**config.mk**
```make
export PLATFORM = sky130hd
export DESIGN_NAME = lpe_ram
export DESIGN_NICKNAME = d
export VERILOG_FILES = /design/src/hdl/lpe_ram.sv
export SDC_FILE = /design/constraint.sdc
export NUM_CORES = 1
export LEC_CHECK = 0
export BUFFER_PORTS_ARGS = -buffer_cell sky130_fd_sc_hd__buf_2
export CELL_PAD_IN_SITES_DETAIL_PLACEMENT = 0
export CELL_PAD_IN_SITES_GLOBAL_PLACEMENT = 1
export CORE_ASPECT_RATIO = 1.75
export CORE_MARGIN = 3
export CORE_UTILIZATION = 45
export DETAILED_ROUTE_END_ITERATION = 12
export GPL_ROUTABILITY_DRIVEN = 0
export HOLD_SLACK_MARGIN = 0.02
export PLACE_DENSITY_LB_ADDON = 0.08
export SKIP_CTS_REPAIR_TIMING = 1
export SYNTH_ARGS = -nofsm -noshare
export SYNTH_HDL_FRONTEND = slang
export SYNTH_SLANG_ARGS = --single-unit
```
**constraint.sdc**
```tcl
create_clock -name clk -period 2.38 [get_ports clk]
set_clock_uncertainty 0.15 [all_clocks]
set_input_delay 0 -clock clk [delete_from_list [all_inputs] [get_ports clk]]
set_output_delay 0 -clock clk [all_outputs]
set_load 0.02 [all_outputs]
```
**src/hdl/lpe_ram.sv**
```systemverilog
// generic single write port ram with registered read
module lpe_ram #(
    parameter int WIDTH = 8,
    parameter int DEPTH = 16
) (
    input  logic                     clk,
    input  logic                     we,
    input  logic [$clog2(DEPTH)-1:0] waddr,
    input  logic [WIDTH-1:0]         wdata,
    input  logic [$clog2(DEPTH)-1:0] raddr,
    output logic [WIDTH-1:0]         q
);

    logic [WIDTH-1:0] mem [DEPTH];

    always_ff @(posedge clk)
    begin
        if (we)
        begin
            mem[waddr] <= wdata;
        end
        q <= mem[raddr];
    end

endmodule

```
==> results.txt <==
The flow ran to the end, and the final reports show no timing, DRC or antenna violations. The total standard cell area after synthesis came out at around 5100 um2. In the routed design, unresolved DRC markers number 0. Setup repair after global routing left no endpoint under its margin. The count of vias placed by the detailed router is 2,412.

The worst path buffer plus inverter count is 3. Grouping stages by cell kind, the critical path spends the most delay in buffers and inverters. The power density over the cells is ~910 nW/um2. The required arrival time at the worst endpoint came out at around 2.3 ns.

Measured in cells, the most critical reg-to-reg path has a length of 3. The max-capacitance violation count came out at 0. The final antenna diode count came out at 0. In this run the static leakage power is about 2.1 nW.

Setup violations remaining at the end of the flow were counted as 0. The post-synthesis area per instance is 22.5 um2. Among all stages on the critical path, the largest delay is contributed by sky130_fd_sc_hd__dlygate4sd3_1.

The leading cell type by number of instances after synthesis is sky130_fd_sc_hd__edfxtp_1. The H-tree depth came out at 4. Tracing the worst setup path back leads to its startpoint at waddr[0]. The number of stages on the worst hold path is 3. The first detailed-routing pass ran for 4 iterations. The fraction of registers with async set/reset is 0.

The remaining antenna violation count after routing is 0. For hold timing, the worst endpoint is mem[0][5]$_DFFE_PP_. The relative contribution of combinational cells to total power is 0.048. The critical path is of the input port to flop type. The final-report max-slew violation count came to 0. The number of core rows is approximately 50.

The fraction of power consumed by sequential logic came out at 0.476. The kind of start point of the critical path is an input port. The total CTS buffers came out at 17.

The setup TNS came out at 0 ns. The initial antenna violation count is 0. The final layout contains routed wiring with a total length of between 9 and 10 mm.

The startpoint identified for the worst register-to-register timing path is mem[1][5]$_DFFE_PP_. The Yosys warning count is 0. The die extent in y came out at 147 um. The worst setup path is captured at a flop. The synthesized netlist net count is 247. The worst hold path begins at waddr[1]. The first global-routing pass estimated roughly 15 mm of wire. The smallest clock period supported by the final layout is computed as roughly 1.7 ns. The fraction of layout instances using a drive strength above 1 is 0.304. Timing analysis after detailed placement gives a worst setup slack of slightly above 0.7 ns. Synthesis produced a netlist whose cell count is 229.

The number of failing hold endpoints at the final stage is 0. TritonCTS built the clock tree. The transition time at the pin with the least slew margin came out at between 0.7 and 0.8 ns. The endpoint of the most critical register-to-register path is q[5]$_DFF_P_.

Dividing the final minimum period by the clock period gives 0.705. The clock share of power is 0.476. The highest cell delay on the worst timing path came out at between 0.6 and 0.7 ns.

The max-slew headroom at the worst pin came out at 0.502. The core area is 11,200 um2. The critical-path maximum fanout is 7. After detailed routing, the average wire length per cell comes to between 20 and 25 um. The number of global-route vias before repair came out at about 2.6k.

The number of enable flip-flop cells after synthesis came out at ~130. The register bit total from synthesis is 136. The fraction of power spent switching nets came out at 0.192.

For this configuration, the core starts out at a cell density of 0.461. The number of DRC violations after detailed-routing iteration 0 is approximately 150. In the post-synthesis netlist, the biggest area contributors are sky130_fd_sc_hd__edfxtp_1 (75%), sky130_fd_sc_hd__mux4_2 (7.9%), sky130_fd_sc_hd__mux4_1 (7.1%). The switching power is roughly 0.0011 W.

The synthesized design spends more area on one cell type than any other, namely sky130_fd_sc_hd__edfxtp_1. In the final layout, flip-flops and latches occupy 4000 um2. Detailed placement finished with a half-perimeter wire length of around 6.4 mm. Using the TritonRoute via totals, the vias-per-cell ratio works out to roughly 5.5. Counting every sink on the clock net gives between 100 and 150. The worst-case IR drop observed on VDD is 540 uV. The area used by multi-input combinational logic is roughly 1100 um2. The fill cell instance count of the final layout came out at between 800 and 900.

The post-CTS clock slew at the launch and capture registers of the worst setup and hold paths came out at around 0.05 ns. The number of buffers on the longest clock path is 2. The floorplan die width came out at 86.9 um.

Entering global routing, the biggest net connects 33 pins. The share of synthesized area in the top cell type comes to 0.747. During placement, the flow inserted port buffers numbering 25. The final-stage net count is ~300.

The critical path goes through dlygate4sd3_1 -> buf_2 -> nor3_1 -> dlygate4sd3_1. In this design, the critical path's most frequently occurring cell is sky130_fd_sc_hd__dlygate4sd3_1. The part of the Yosys area used for sequential elements came out at 0.778. The count of unique library cells instantiated by Yosys came out at 19. The overall die area is 12,800 um2.

The final critical-path setup slack came out at ~0.70 ns. The layout overhead on the synthesized area is 20.9%. The upper clock frequency limit is a little under 0.6 GHz. In the synthesized netlist the dominant register cell turns out to be sky130_fd_sc_hd__edfxtp_1.

In this run the worst hold path is classified as input port to flop. The register-to-register path setup slack is 0.89 ns. Internal power comes to ~0.0046 W. The overall global routing resource usage came out at 0.173. The cell sitting at the root of the clock tree is a sky130_fd_sc_hd__clkbuf_16. During I/O placement, the number of pins put on the boundary was 26. The data arrival time of the worst path is 1.63 ns. For this run the aggregate overflow at the end of global routing stands at 0.

By count the netlist is led by sky130_fd_sc_hd__edfxtp_1 (128), sky130_fd_sc_hd__mux4_2 (18), sky130_fd_sc_hd__a22oi_1 (16), sky130_fd_sc_hd__mux4_1 (14), sky130_fd_sc_hd__nor2_1 (13). At the later pin of the worst-skew pair, clock insertion delay measures a little over 0.4 ns.
-- worst max path at each step --
stage                          end  slack (ns)  cells after the start
2_1_floorplan  mem[0][0]$_DFFE_PP_        0.74                      2
3_3_place_gp   mem[1][5]$_DFFE_PP_        0.73                      3
3_5_place_dp   mem[1][7]$_DFFE_PP_        0.72                      3
4_1_cts               q[5]$_DFF_P_        0.88                      3
5_1_grt        mem[4][1]$_DFFE_PP_        0.61                      4
6_report       mem[4][1]$_DFFE_PP_        0.70                      4
-- layout by cell type (no fill, tap or decap), drive strengths merged --
cell         count
a22oi           16
edfxtp         128
nor2b            1
and2b            1
clkbuf          19
dlygate4sd3     10
dfxtp            8
nand3b           2
nand2b           2
nor3             4
or3b             1
nor2            13
nand3            1
and2             1
clkinvlp         2
mux4            32
clkinv           7
bufinv           4
buf             42
nand2            9
-- layer usage --
layer / global-route usage / routed length, um
met1: 0.204 / 3910
met3: 0.0424 / 302
met2: 0.296 / 5650
met4: 0.0741 / 55
met5: 0 / 0
-- power groups by stage --
stage               clock network [W]  registers, W  logic, W
floorplan                           0       0.00276  0.000136
global placement                    0       0.00274  0.000265
detailed placement                  0       0.00274  0.000268
CTS                           0.00275       0.00269  0.000269
global route                  0.00284       0.00270  0.000300
finish                        0.00269       0.00269  0.000272
-- kinds of logic after synthesis --
logic type | after synthesis | synth area share
DFF | 136 | 0.778
and+or+nand+nor | 35 | 0.0318
muxes | 32 | 0.150
AOI/OAI and AO/OA | 16 | 0.0233
buffers and inverters | 10 | 0.0168
-- area by class of cell --
type	count	area share
sequential	136	0.643
multi-input combinational	83	0.170
clock buffer	19	0.0712
timing repair buffer	52	0.0607
clock inverter	13	0.0285
tap	132	0.0265
-- sequential cells by signal (all words and copies together), names as in the netlist --
register / flops
mem: 128
q: 8
-- tightest hold or removal path, delay by kind of cell --
| kind | cells | cell delay, ns |
|---|---|---|
| buffers and inverters | 2 | 0.32 |
| AND/OR/NAND/NOR | 1 | 0.07 |
-- stage by stage --
stage | hold WS [ns] | cells | total power (W) | instance area [um2] | util
finish | 0.0164 | 435 | 0.00565 | 6220 | 0.557
global route | 0.0370 | 435 | 0.00584 | 6220 | 0.557
CTS | -0.196 | 425 | 0.00571 | 6120 | 0.548
detailed placement | 0.245 | 393 | 0.00301 | 5500 | 0.493
global placement | 0.241 | 393 | 0.00301 | 5500 | 0.493
floorplan | -0.0511 | 229 | 0.00289 | 5150 | -
Note: power is estimated with default switching activity, not from simulation.
