**src/hdl/lpe_pkg.sv**
```systemverilog
// shared types and constants of the ll(1) predictive parse engine
package lpe_pkg;

    localparam int SYM_W      = 7;
    localparam int LEN_W      = 4;
    localparam int NSYM       = 8;
    localparam int SYMS_W     = SYM_W * NSYM;
    localparam int ENTRY_W    = 1 + LEN_W + SYMS_W;
    localparam int TBL_AW     = 2 * SYM_W;
    localparam int TBL_DEPTH  = 1 << TBL_AW;
    localparam int FLG_DEPTH  = 1 << SYM_W;

    localparam logic [SYM_W-1:0] END_MARK    = 7'h23;
    localparam logic [SYM_W-1:0] IDENT_TOKEN = 7'h69;
    localparam logic [SYM_W-1:0] START_RESET = 7'h45;

    localparam logic [1:0] KIND_LOAD  = 2'd0;
    localparam logic [1:0] KIND_FLAG  = 2'd1;
    localparam logic [1:0] KIND_CHAR  = 2'd2;
    localparam logic [1:0] KIND_END   = 2'd3;

    localparam logic [1:0] ERR_NONE     = 2'd0;
    localparam logic [1:0] ERR_MISMATCH = 2'd1;
    localparam logic [1:0] ERR_NO_ENTRY = 2'd2;
    localparam logic [1:0] ERR_LIMIT    = 2'd3;

    typedef struct packed {
        logic               we;
        logic [TBL_AW-1:0]  waddr;
        logic [ENTRY_W-1:0] wdata;
        logic [TBL_AW-1:0]  raddr;
    } tbl_req_t;

    typedef struct packed {
        logic              we;
        logic [SYM_W-1:0]  waddr;
        logic              wdata;
        logic [SYM_W-1:0]  raddr;
    } flg_req_t;

endpackage

```
**src/hdl/lpe_core.sv**
```systemverilog
// parse sequencer: tokenizer, stack pointer, pop/match/expand steps and result
module lpe_core
    import lpe_pkg::*;
#(
    parameter int STACK_DEPTH  = 64,
    parameter int MAX_PROD_LEN = 8,
    parameter int STEP_LIMIT   = 256,
    localparam int AW = $clog2(STACK_DEPTH)
) (
    input  logic                clk,
    input  logic                rst_n,
    input  logic                in_valid,
    output logic                in_stall,
    input  logic [1:0]          kind,
    input  logic [SYM_W-1:0]    char_code,
    input  logic [SYM_W-1:0]    lookahead,
    input  logic [LEN_W-1:0]    prod_length,
    input  logic [SYMS_W-1:0]   prod_symbols,
    input  logic                flag_value,
    input  logic                cfg_valid,
    output logic                cfg_ready,
    input  logic [SYM_W-1:0]    start_symbol,
    output logic                out_valid,
    input  logic                out_stall,
    output logic                accepted,
    output logic [1:0]          error_cause,
    output tbl_req_t            tbl_req,
    input  logic [ENTRY_W-1:0]  tbl_q,
    output flg_req_t            flg_req,
    input  logic                flg_q,
    output logic                stk_we,
    output logic [AW-1:0]       stk_waddr,
    output logic [SYM_W-1:0]    stk_wdata,
    output logic [AW-1:0]       stk_raddr,
    input  logic [SYM_W-1:0]    stk_q
);

    localparam int CW   = $clog2(STACK_DEPTH + 1);
    localparam int SW   = $clog2(STEP_LIMIT + 1);
    localparam int SUMW = ((CW > LEN_W) ? CW : LEN_W) + 1;

    typedef enum logic [3:0] {
        ST_CLEAR, ST_IDLE, ST_CHAR, ST_POP, ST_TOP, ST_EVAL, ST_PUSH, ST_RESULT
    } state_t;

    state_t              state_reg, state_next;
    logic [CW-1:0]       count_reg, count_next;
    logic [SYM_W-1:0]    slot1_reg, slot1_next;
    logic [SYM_W-1:0]    start_reg, start_next;
    logic                pending_reg, pending_next;
    logic [1:0]          err_reg, err_next;
    logic                fin_reg, fin_next;
    logic [SW-1:0]       step_reg, step_next;
    logic [SYM_W-1:0]    tok_reg, tok_next;
    logic [SYM_W-1:0]    second_reg, second_next;
    logic                have2_reg, have2_next;
    logic                isend_reg, isend_next;
    logic [SYM_W-1:0]    top_reg, top_next;
    logic [AW-1:0]       raddr_reg, raddr_next;
    logic [ENTRY_W-1:0]  entry_reg, entry_next;
    logic [LEN_W-1:0]    pidx_reg, pidx_next;
    logic [TBL_AW-1:0]   clr_reg, clr_next;
    logic [FLG_DEPTH-1:0] fvld_reg, fvld_next;
    logic                fhit_reg;
    logic                out_valid_reg, out_valid_next;
    logic                acc_reg, acc_next;
    logic [1:0]          cause_reg, cause_next;

    logic                take;
    logic                feed_done;
    logic                reseed;
    logic [SYM_W-1:0]    top_c;
    logic [LEN_W-1:0]    len_sat;
    logic [SYMS_W-1:0]   syms_m;
    logic [SUMW-1:0]     need;
    logic [2:0]          sidx;

    assign in_stall    = (state_reg != ST_IDLE);
    assign cfg_ready   = (state_reg == ST_IDLE) || (state_reg == ST_CLEAR);
    assign take        = in_valid && !in_stall;
    assign out_valid   = out_valid_reg;
    assign accepted    = acc_reg;
    assign error_cause = cause_reg;

    assign top_c = (raddr_reg == AW'(0)) ? END_MARK :
                   (raddr_reg == AW'(1)) ? slot1_reg : stk_q;
    assign need  = SUMW'(count_reg) + SUMW'(tbl_q[ENTRY_W-2 -: LEN_W]);
    assign sidx  = 3'(pidx_reg - LEN_W'(1));

    always_comb
    begin
        len_sat = (prod_length > LEN_W'(MAX_PROD_LEN)) ? LEN_W'(MAX_PROD_LEN) : prod_length;
        for (int i = 0; i < NSYM; i++)
        begin
            syms_m[i*SYM_W +: SYM_W] = (LEN_W'(i) < len_sat) ?
                                       prod_symbols[i*SYM_W +: SYM_W] : '0;
        end
    end

    always_comb
    begin
        state_next     = state_reg;
        count_next     = count_reg;
        slot1_next     = slot1_reg;
        start_next     = start_reg;
        pending_next   = pending_reg;
        err_next       = err_reg;
        fin_next       = fin_reg;
        step_next      = step_reg;
        tok_next       = tok_reg;
        second_next    = second_reg;
        have2_next     = have2_reg;
        isend_next     = isend_reg;
        top_next       = top_reg;
        raddr_next     = raddr_reg;
        entry_next     = entry_reg;
        pidx_next      = pidx_reg;
        clr_next       = clr_reg;
        fvld_next      = fvld_reg;
        acc_next       = acc_reg;
        cause_next     = cause_reg;
        out_valid_next = out_valid_reg && out_stall;
        feed_done      = 1'b0;
        reseed         = 1'b0;

        tbl_req.we     = 1'b0;
        tbl_req.waddr  = {char_code, lookahead};
        tbl_req.wdata  = flag_value ? {1'b1, len_sat, syms_m} : '0;
        tbl_req.raddr  = {top_c, tok_reg};
        flg_req.we     = 1'b0;
        flg_req.waddr  = char_code;
        flg_req.wdata  = flag_value;
        flg_req.raddr  = (state_reg == ST_IDLE) ? char_code : top_c;
        stk_we         = 1'b0;
        stk_waddr      = count_reg[AW-1:0];
        stk_wdata      = entry_reg[32'(sidx) * SYM_W +: SYM_W];
        stk_raddr      = AW'(count_reg - CW'(1));

        unique case (state_reg)
            ST_CLEAR:
            begin
                tbl_req.we    = 1'b1;
                tbl_req.waddr = clr_reg;
                tbl_req.wdata = '0;
                clr_next      = clr_reg + TBL_AW'(1);
                if (clr_reg == '1)
                begin
                    state_next = ST_IDLE;
                end
            end
            ST_IDLE:
            begin
                if (take)
                begin
                    unique case (kind)
                        KIND_LOAD:
                        begin
                            tbl_req.we = 1'b1;
                        end
                        KIND_FLAG:
                        begin
                            flg_req.we           = 1'b1;
                            fvld_next[char_code] = 1'b1;
                        end
                        KIND_CHAR:
                        begin
                            state_next = ST_CHAR;
                        end
                        KIND_END:
                        begin
                            isend_next   = 1'b1;
                            pending_next = 1'b0;
                            second_next  = END_MARK;
                            have2_next   = pending_reg;
                            tok_next     = pending_reg ? IDENT_TOKEN : END_MARK;
                            state_next   = ST_POP;
                        end
                        default:
                        begin
                            state_next = ST_IDLE;
                        end
                    endcase
                end
            end
            ST_CHAR:
            begin
                state_next = ST_IDLE;
                if (err_reg == ERR_NONE && !fin_reg)
                begin
                    if (flg_q && fhit_reg)
                    begin
                        isend_next   = 1'b0;
                        pending_next = 1'b0;
                        second_next  = second_reg;
                        have2_next   = pending_reg;
                        tok_next     = pending_reg ? IDENT_TOKEN : tok_reg;
                        state_next   = ST_POP;
                    end
                    else
                    begin
                        pending_next = 1'b1;
                    end
                end
            end
            ST_POP:
            begin
                if (err_reg != ERR_NONE || fin_reg)
                begin
                    feed_done = 1'b1;
                end
                else if (step_reg >= SW'(STEP_LIMIT))
                begin
                    err_next  = ERR_LIMIT;
                    feed_done = 1'b1;
                end
                else if (count_reg == '0)
                begin
                    step_next = step_reg + SW'(1);
                    err_next  = ERR_MISMATCH;
                    feed_done = 1'b1;
                end
                else
                begin
                    step_next  = step_reg + SW'(1);
                    count_next = count_reg - CW'(1);
                    raddr_next = stk_raddr;
                    state_next = ST_TOP;
                end
            end
            ST_TOP:
            begin
                top_next   = top_c;
                state_next = ST_EVAL;
            end
            ST_EVAL:
            begin
                if (top_reg == END_MARK)
                begin
                    if (tok_reg == END_MARK)
                    begin
                        fin_next = 1'b1;
                    end
                    else
                    begin
                        err_next = ERR_MISMATCH;
                    end
                    feed_done = 1'b1;
                end
                else if (flg_q && fhit_reg)
                begin
                    if (top_reg != tok_reg)
                    begin
                        err_next = ERR_MISMATCH;
                    end
                    feed_done = 1'b1;
                end
                else if (!tbl_q[ENTRY_W-1])
                begin
                    err_next  = ERR_NO_ENTRY;
                    feed_done = 1'b1;
                end
                else if (need > SUMW'(STACK_DEPTH))
                begin
                    err_next  = ERR_LIMIT;
                    feed_done = 1'b1;
                end
                else
                begin
                    entry_next = tbl_q;
                    pidx_next  = tbl_q[ENTRY_W-2 -: LEN_W];
                    state_next = (tbl_q[ENTRY_W-2 -: LEN_W] == '0) ? ST_POP : ST_PUSH;
                end
            end
            ST_PUSH:
            begin
                if (count_reg == CW'(1))
                begin
                    slot1_next = stk_wdata;
                end
                else
                begin
                    stk_we = 1'b1;
                end
                count_next = count_reg + CW'(1);
                pidx_next  = pidx_reg - LEN_W'(1);
                if (pidx_reg == LEN_W'(1))
                begin
                    state_next = ST_POP;
                end
            end
            ST_RESULT:
            begin
                if (!out_valid_reg || !out_stall)
                begin
                    out_valid_next = 1'b1;
                    acc_next       = (err_reg == ERR_NONE) && fin_reg;
                    cause_next     = (err_reg != ERR_NONE) ? err_reg :
                                     fin_reg ? ERR_NONE : ERR_MISMATCH;
                    reseed         = 1'b1;
                    state_next     = ST_IDLE;
                end
            end
            default:
            begin
                state_next = ST_IDLE;
            end
        endcase

        if (state_reg == ST_IDLE && take && kind == KIND_CHAR)
        begin
            tok_next    = char_code;
            second_next = char_code;
        end

        if (feed_done)
        begin
            if (have2_reg)
            begin
                tok_next   = second_reg;
                have2_next = 1'b0;
                state_next = ST_POP;
            end
            else if (isend_reg)
            begin
                state_next = ST_RESULT;
            end
            else
            begin
                state_next = ST_IDLE;
            end
        end

        if (cfg_valid && cfg_ready)
        begin
            start_next = start_symbol;
            reseed     = 1'b1;
        end

        if (reseed)
        begin
            slot1_next   = start_next;
            count_next   = CW'(2);
            pending_next = 1'b0;
            err_next     = ERR_NONE;
            fin_next     = 1'b0;
            step_next    = '0;
        end
    end

    always_ff @(posedge clk or negedge rst_n)
    begin
        if (!rst_n)
        begin
            state_reg     <= ST_CLEAR;
            count_reg     <= CW'(2);
            slot1_reg     <= START_RESET;
            start_reg     <= START_RESET;
            pending_reg   <= 1'b0;
            err_reg       <= ERR_NONE;
            fin_reg       <= 1'b0;
            step_reg      <= '0;
            tok_reg       <= '0;
            second_reg    <= '0;
            have2_reg     <= 1'b0;
            isend_reg     <= 1'b0;
            top_reg       <= '0;
            raddr_reg     <= '0;
            entry_reg     <= '0;
            pidx_reg      <= '0;
            clr_reg       <= '0;
            fvld_reg      <= '0;
            fhit_reg      <= 1'b0;
            out_valid_reg <= 1'b0;
            acc_reg       <= 1'b0;
            cause_reg     <= ERR_NONE;
        end
        else
        begin
            state_reg     <= state_next;
            count_reg     <= count_next;
            slot1_reg     <= slot1_next;
            start_reg     <= start_next;
            pending_reg   <= pending_next;
            err_reg       <= err_next;
            fin_reg       <= fin_next;
            step_reg      <= step_next;
            tok_reg       <= tok_next;
            second_reg    <= second_next;
            have2_reg     <= have2_next;
            isend_reg     <= isend_next;
            top_reg       <= top_next;
            raddr_reg     <= raddr_next;
            entry_reg     <= entry_next;
            pidx_reg      <= pidx_next;
            clr_reg       <= clr_next;
            fvld_reg      <= fvld_next;
            fhit_reg      <= fvld_reg[flg_req.raddr];
            out_valid_reg <= out_valid_next;
            acc_reg       <= acc_next;
            cause_reg     <= cause_next;
        end
    end

    a_accept_clean: assert property (@(posedge clk) disable iff (!rst_n)
        out_valid && accepted |-> error_cause == ERR_NONE)
        else $error("accept reported with an error cause");

    a_count_bound: assert property (@(posedge clk) disable iff (!rst_n)
        count_reg <= CW'(STACK_DEPTH))
        else $error("stack count beyond depth");

    a_clear_busy: assert property (@(posedge clk) disable iff (!rst_n)
        state_reg == ST_CLEAR |-> in_stall)
        else $error("item taken during table clear");

    a_push_room: assert property (@(posedge clk) disable iff (!rst_n)
        stk_we |-> count_reg < CW'(STACK_DEPTH) && count_reg >= CW'(2))
        else $error("stack write outside the ram");

endmodule

```
**config.mk**
```make
export PLATFORM = sky130hd
export DESIGN_NAME = lpe_core
export DESIGN_NICKNAME = d
export VERILOG_FILES = /design/src/hdl/lpe_pkg.sv /design/src/hdl/lpe_core.sv
export SDC_FILE = /design/constraint.sdc
export NUM_CORES = 1
export LEC_CHECK = 0
export ABC_AREA = 0
export BUFFER_PORTS_ARGS = -buffer_cell sky130_fd_sc_hd__buf_2
export CORE_MARGIN = 3
export CORE_UTILIZATION = 50
export CTS_CLUSTER_DIAMETER = 50
export DETAILED_ROUTE_END_ITERATION = 8
export PLACE_DENSITY = 0.77
export SETUP_SLACK_MARGIN = 0.05
export SYNTH_ARGS = -nofsm -noshare
export SYNTH_HDL_FRONTEND = slang
export SYNTH_SLANG_ARGS = --single-unit
```
**constraint.sdc**
```tcl
create_clock -name clk -period 3.1 [get_ports clk]
set_clock_uncertainty 0.05 [all_clocks]
set_input_delay 0.31 -clock clk [delete_from_list [all_inputs] [get_ports clk]]
set_output_delay 0.31 -clock clk [all_outputs]
set_load 0.005 [all_outputs]
```
==> reports/qor.txt, run 1 <==
Crit path time final: 3.009 ns
Endpoints failing hold: 0
FFs w/ async S/R, synth: 100.0%
Largest register FFs: 128
Adder-Cell Fraction of Synth Area: 1.221%
Nets: 1921
Maxcap violations: 0
Period Utilization, post-route: 97.08%
Synth Area in Simple Gates: 18.13%
Internal cell power: 10.28 mW
Synth unique cells: 69
# setup viols final: 0
Area growth, synth to finish: 29.32%
Final cell count without fillers: 2146
Post-Place Setup Slack: -0.06067 ns
CTS buffer count: 31
Total Die Area: 29910 um2
Clk_lat worst skew: 0.56 ns
Die extent in x: 173.0 um
Hold Path Depth: 3
Initial Util: 51.28%
Unrepaired setup endpoints after global routing: yes
Worst path slowest cell: dlygate4sd3_1
Root Driver: clkbuf_16
Synth Instances: 1379
Post-synthesis mux area share: 10.10%
Power density cells: 925.6 nW/um2
Routed via count: 12740
Final worst slack: 0.09063 ns
Final ANT Viol Nets: 0
Clock-pin slew on the worst setup and hold paths: 0.07 ns
Seq pwr share: 31.1%
Worst slew pin tran: 1.021 ns
Vias in the first global route: 12900
Pin count of the biggest net entering global routing: 81
Largest area contributor in the netlist: dfrtp_1
Synth warn: 0
Post-detailed-placement half-perimeter wirelength: 33020 um
CTS tree: done
Register bit count reported by yosys: 273
Hold Path Sink: top_reg[2]
CTS Sinks: 273
Combinational family with the most area after synthesis: simple AND/OR/NAND/NOR gates
Complex-gate fraction of the synthesized area: 15.32%
Placed cell count: 2014
CP Max Fanout: 12
Max Clk Rate: 332.3 MHz
WP data arrival: 3.39 ns
Crit path launch type: input pin
Top_reg_cell synth: dfrtp_1
Syn_nets: 1550
Worst reg2reg path startpoint: count_reg[1]
Comb pwr share: 44.6%
Hold wc startpoint: stk_q[2]
IO Port Bufs: 289
Number of synthesized flops with an enable pin: 0
Top Ports: 290
Clock power share: 24.2%
Longest Clk Path Bufs: 3
Row Count: 60
Placeable Area: 27180 um2
Net Sw Frac: 38.39%
Net Switching: 6.404 mW
Fillcell total: 2052
Crit path cell chain: dlygate4sd3_1, buf_2, ha_2, inv_1, fa_2, xnor2_2, nor3b_2, nand4_1, a21oi_2, a2111oi_4, nor3_4, buf_12, buf_4, mux2_2
Routed len/inst: 22.65 um
Area of the multi-input gates: 6691 um2
Remaining DRCs: 0
Reg2reg path depth: 11
Ratio of cells with drive above 1 in the final layout: 31.15%
Post-layout util: 66.32%
CP top delay family: buffers and inverters
Slew margin rel.: 31.44%
Req. time, crit path: 3.48 ns
Final WL: 48600 um
Reg area: 6840 um2
Placer Congestion: 0.9781
Initial antenna violation count: 2
CP endpoint kind: register
Leak: 9.228 nW
Peak VDD IR: 0.7026 mV
Max incr delay on CP: 0.51 ns
First DRT Iteration DRCs: 1310
Synth Cell Area: 13940 um2
Top cell type's share of synthesized area: 47.76%
WS Path Type: input pin to register
Vias per cell: 5.936
Detailed Routing Iterations Pass 1: 6
Status: completed
Post-Synth XOR/XNOR Area: 2.200%
CTS H-tree depth: 1
Post-synthesis sequential area ratio: 49.08%
Cells taking the most area after synthesis: dfrtp_1, mux2_2, nand2_1
Pins Over Slew Limit: 0
Synthesized area per cell: 10.11 um2
Wire length of the first global-routing pass: 74620 um
R2r endpoint: entry_reg[30]
Buf+Inv Stages, Crit Path: 5
Tot GR Track Use: 31.43%
Grt total ovfl: 0
Hold Crit Class: input pin to register
Die extent in y: 173.0 um
Worst reg2reg setup slack: 0.09 ns
## per-layer routing
layer | track usage [%] | vias up | wire length (um)
li1 | - | 5596 | -
met1 | 36.99 | 6226 | 17750
met2 | 52.61 | 705 | 23220
met3 | 5.424 | 212 | 3536
met4 | 21.72 | 0 | 4094
met5 | 0 | - | 0
## layout make-up
type | instances | area share, %
diodes | 2 | 0.02777
clock buffers | 42 | 4.978
clock inverters | 13 | 1.270
inverters | 29 | 0.6457
multi-input cells | 991 | 37.13
flip-flops and latches | 273 | 37.95
well taps | 372 | 2.583
repair buffers | 424 | 15.41
## through the flow
stage,TNS (ns),power [mW],hold WS (ns),area [um2]
after floorplan,0,9.435,-0.03559,13940
after global placement,0,11.75,0.2977,15950
after detailed placement,-2.156,11.95,0.2876,15950
after CTS,0,16.15,0.03705,17830
after global routing,-0.009238,17.45,0.03904,18020
final,0,16.68,0.02393,18020
## Yosys cell counts (all sizes together) (7+ instances only)
cell type,number
nand2b,14
and3,25
or3,9
a211oi,9
mux2,79
o21bai,44
and2,55
a31oi,20
xnor2,20
nor2,74
or2,8
nand2,216
inv,29
mux4,15
mux2i,18
nor4,10
xor2,15
nor3,30
buf,47
dfrtp,266
a21oi,52
nand3,44
ha,12
o21ai,36
nand4,21
a21o,95
clkbuf,39
dfstp,7
## worst min-delay path: cells and delay by family
family | cells | cell delay, ns
buffers and inverters | 1 | 0.12
AOI/OAI and AO/OA | 2 | 0.16
## timing repair
action / CTS / global route
cloned: 1 / 2
hold endpoints to repair: 141 / 0
hold buffers: 66 / 0
pin swaps: 4 / 13
resized for setup: 6 / 28
setup endpoints to repair: 63 / 78
setup buffers: 2 / 4
## worst max path at each step
stage / startpoint / endpoint / cells after the start
2_1_floorplan: count_reg[0] / entry_reg[49] / 11
3_3_place_gp: tbl_q[56] / entry_reg[19] / 12
3_5_place_dp: tbl_q[56] / entry_reg[23] / 12
4_1_cts: count_reg[1] / err_reg[0] / 12
5_1_grt: state_reg[0] / fhit_reg / 13
6_report: tbl_q[56] / entry_reg[30] / 14
## kinds of logic (layout without fill, tap and decap cells)
family	after synthesis	after routing
adders and majority gates	13	13
and+or+nand+nor	523	523
buffers and inverters	115	508
muxes	112	112
other	0	2
DFF	273	273
xor gates and xnor gates	35	35
AOI/OAI and AO/OA	308	308
## cells in the final DEF, fill, tap and decap left out, drive strengths merged, types with 7 or more instances in the layout
master       count
a211oi           9
a21oi           52
o21ai           36
clkbuf          44
mux4            15
ha              12
inv             31
mux2i           18
nand3           44
mux2            79
and2            55
a31oi           20
xor2            15
o21bai          44
and3            25
nand2b          14
dfstp            7
or2              8
nor4            10
nor2            74
nand4           21
xnor2           20
nor3            30
a21o            95
dfrtp          266
nand2          216
or3              9
buf            356
dlygate4sd3     66
## power by group through the flow
stage                     Clock, mW  Combinational [mW]  Sequential, mW
after detailed placement          0                6.79            5.17
after floorplan                   0                4.50            4.94
after CTS                      4.03                7.00            5.12
after global routing           4.21                7.96            5.28
final                          4.04                7.44            5.19
after global placement            0                6.63            5.12
(Power assumes the default switching activity.)
==> run 2, diff against run 1 <==
REMOVE_ABC_BUFFERS = 1   (was not set)
==> run 2 against run 1 <==
Effect of this change:
- sequential power barely moved
- cell count up 0.14%
- routed wire length is 3.4% lower
- die area unchanged
- utilization down 0.19 points
- sequential share of layout area increased by 0.11 points
- design area shrank 0.29%
- maximum frequency down 2.5%
- critical endpoint is now entry_reg[18]
- worst setup slack got worse by 0.077 ns
- register-to-register slack worse by 0.08 ns
==> reports/qor.txt, run 2 (synthesized netlist as in run 1, its figures left out) <==
Maxcap violations: 0 (unchanged)
Nets: 1920 (-0.052%)
Final WL: 46970 um (-3.4%)
Post-Place Setup Slack: -0.05533 ns (+0.005343 ns)
CTS H-tree depth: 2 (+1)
Design area: 17970 um2 (-0.29%)
Max Clk Rate: 324.0 MHz (-2.5%)
CP Max Fanout: 11 (-1)
Longest Clk Path Bufs: 3 (unchanged)
First DRT Iteration DRCs: 1231 (-6.0%)
Placed cell count: 2011 (-0.15%)
IO Port Bufs: 289 (unchanged)
Final worst slack: 0.01336 ns (-0.07727 ns)
Post-detailed-placement half-perimeter wirelength: 32080 um (-2.8%)
Final ANT Viol Nets: 0 (unchanged)
Routed via count: 12650 (-0.68%)
Tot GR Track Use: 30.08% (-1.3 points)
Reg2reg path depth: 10 (-1)
Max incr delay on CP: 0.56 ns (+0.05 ns)
Clock-pin slew on the worst setup and hold paths: 0.06 ns (about the same)
Tot Pwr: 16.55 mW (-0.76%)
Worst slew pin tran: 0.9838 ns (-0.03680 ns)
CTS buffer count: 34 (+9.7%)
Area growth, synth to finish: 28.95%
CP endpoint kind: register
Most used cell, CP: a21o_1
Hold Path Depth: 2 (-1)
Placer Congestion: 1.034 (+5.7%)
Remaining DRCs: 0 (unchanged)
Die extent in x: 173.0 um (unchanged)
Pins Over Slew Limit: 0 (unchanged)
CTS tree: done
Crit path cell chain: ha_1, a21o_1, a2111oi_2, o21bai_1, a21o_1, a2111oi_4, nor3_4, buf_12, buf_4, mux2_2
Worst path slowest cell: dfstp_2
Die extent in y: 173.0 um (unchanged)
Initial Util: 51.28% (unchanged)
Power density cells: 921.3 nW/um2 (-0.47%)
Hold wc startpoint: start_symbol[3]
Crit path time final: 3.087 ns (+0.07727 ns)
Placeable Area: 27180 um2 (unchanged)
Placed Area: 15940 um2 (about the same)
Ratio of cells with drive above 1 in the final layout: 31.47% (+0.32 points)
# setup viols final: 0 (unchanged)
Largest register FFs: 128 (unchanged)
Status: completed
WS Path Type: register to register
Worst reg2reg setup slack: 0.01 ns (-0.08 ns)
Grt total ovfl: 0 (unchanged)
Clk_lat worst skew: 0.52 ns (-0.04 ns)
Total Die Area: 29910 um2 (unchanged)
Worst reg2reg path startpoint: count_reg[1]
Routed len/inst: 21.86 um (-3.5%)
TNS Setup: 0 ns (unchanged)
Vias per cell: 5.887 (-0.82%)
Row Count: 60 (unchanged)
Commonest non-fill, non-tap cell in the layout: buf_2
Peak VDD IR: 0.5692 mV (-19%)
Root Driver: clkbuf_16
Detailed Routing Iterations Pass 1: 5 (-1)
Hold Crit Class: input pin to register
Final cell count without fillers: 2149 (+0.14%)
Endpoints failing hold: 0 (unchanged)
CTS Sinks: 273 (unchanged)
Crit path launch type: register
Wire length of the first global-routing pass: 71740 um (-3.9%)
Commonest non-fill, non-tap cells in the layout: buf_2, dfrtp_1, nand2_1
Initial antenna violation count: 5 (+3)
Slew margin rel.: 33.91% (+2.5 points)
Hold Path Sink: start_reg[3]
Top Ports: 290 (unchanged)
Leak: 9.198 nW (-0.33%)
Period Utilization, post-route: 99.57% (+2.5 points)
Req. time, crit path: 3.45 ns (-0.03 ns)
Vias in the first global route: 12660 (-1.9%)
Pin count of the biggest net entering global routing: 96 (+19%)
WP data arrival: 3.44 ns (+0.05 ns)
Unrepaired setup endpoints after global routing: yes
R2r endpoint: entry_reg[18]
-- run 2: how the worst max path moves through the flow --
stage / startpoint / to / slack (ns) / cells past startpoint
CTS: count_reg[1] / err_reg[0] / 0.02 / 12
global placement: raddr_reg[3] / fhit_reg / -0.08 / 11
detailed placement: raddr_reg[3] / fhit_reg / -0.06 / 11
global route: raddr_reg[3] / fhit_reg / -0.11 / 10
floorplan: count_reg[0] / err_reg[0] / -1.82 / 12
finish: count_reg[1] / entry_reg[18] / 0.01 / 10
-- run 2: cell type report --
cell class / count / area, um2
diodes: 4 / 10.01
clock buffers: 47 / 950.9
clock inverters: 13 / 151.4
fillers: 2066 / 9206
inverters: 29 / 111.4
multi-input cells: 992 / 6705
flip-flops and latches: 273 / 6840
well taps: 372 / 465.4
repair buffers: 419 / 2735
-- run 2: metal layers --
metal / vias to the layer above / global-route usage [%] / share of wire [%]
li1: 5615 / - / -
met1: 6150 / 35.58 / 36
met2: 708 / 51.19 / 49
met3: 179 / 5.907 / 8.1
met4: 0 / 17.53 / 7.0
met5: - / 0 / 0
-- run 2: critical path, delay by kind of cell (launching register included) --
family	cells	cell delay, ns
compound gates	5	1.18
flops	1	0.56
buf+inv	2	0.35
mux	1	0.39
fa+ha+maj	1	0.26
simple gates	1	0.17
-- run 2: what timing repair did --
action	CTS	global route
setup endpoints to repair	62	74
hold buffers	59	0
pin swaps	3	15
gates resized for setup	6	27
gates cloned	1	3
endpoints found under the hold margin	142	0
buffers inserted	4	7
-- run 2: through the flow --
stage	hold WS, ns	util, %
5_1_grt	0.004054	66.12
6_report	0.01181	66.12
2_1_floorplan	-0.03559	-
3_3_place_gp	0.3429	58.66
4_1_cts	0.001519	65.30
3_5_place_dp	0.3458	58.66
-- run 2: report_power, final --
part	total [mW]	internal, mW	switching, mW
Clock	3.89	2.33	1.56
Combinational	7.45	3.35	4.10
Sequential	5.21	4.47	0.735
Total	16.6	10.2	6.39
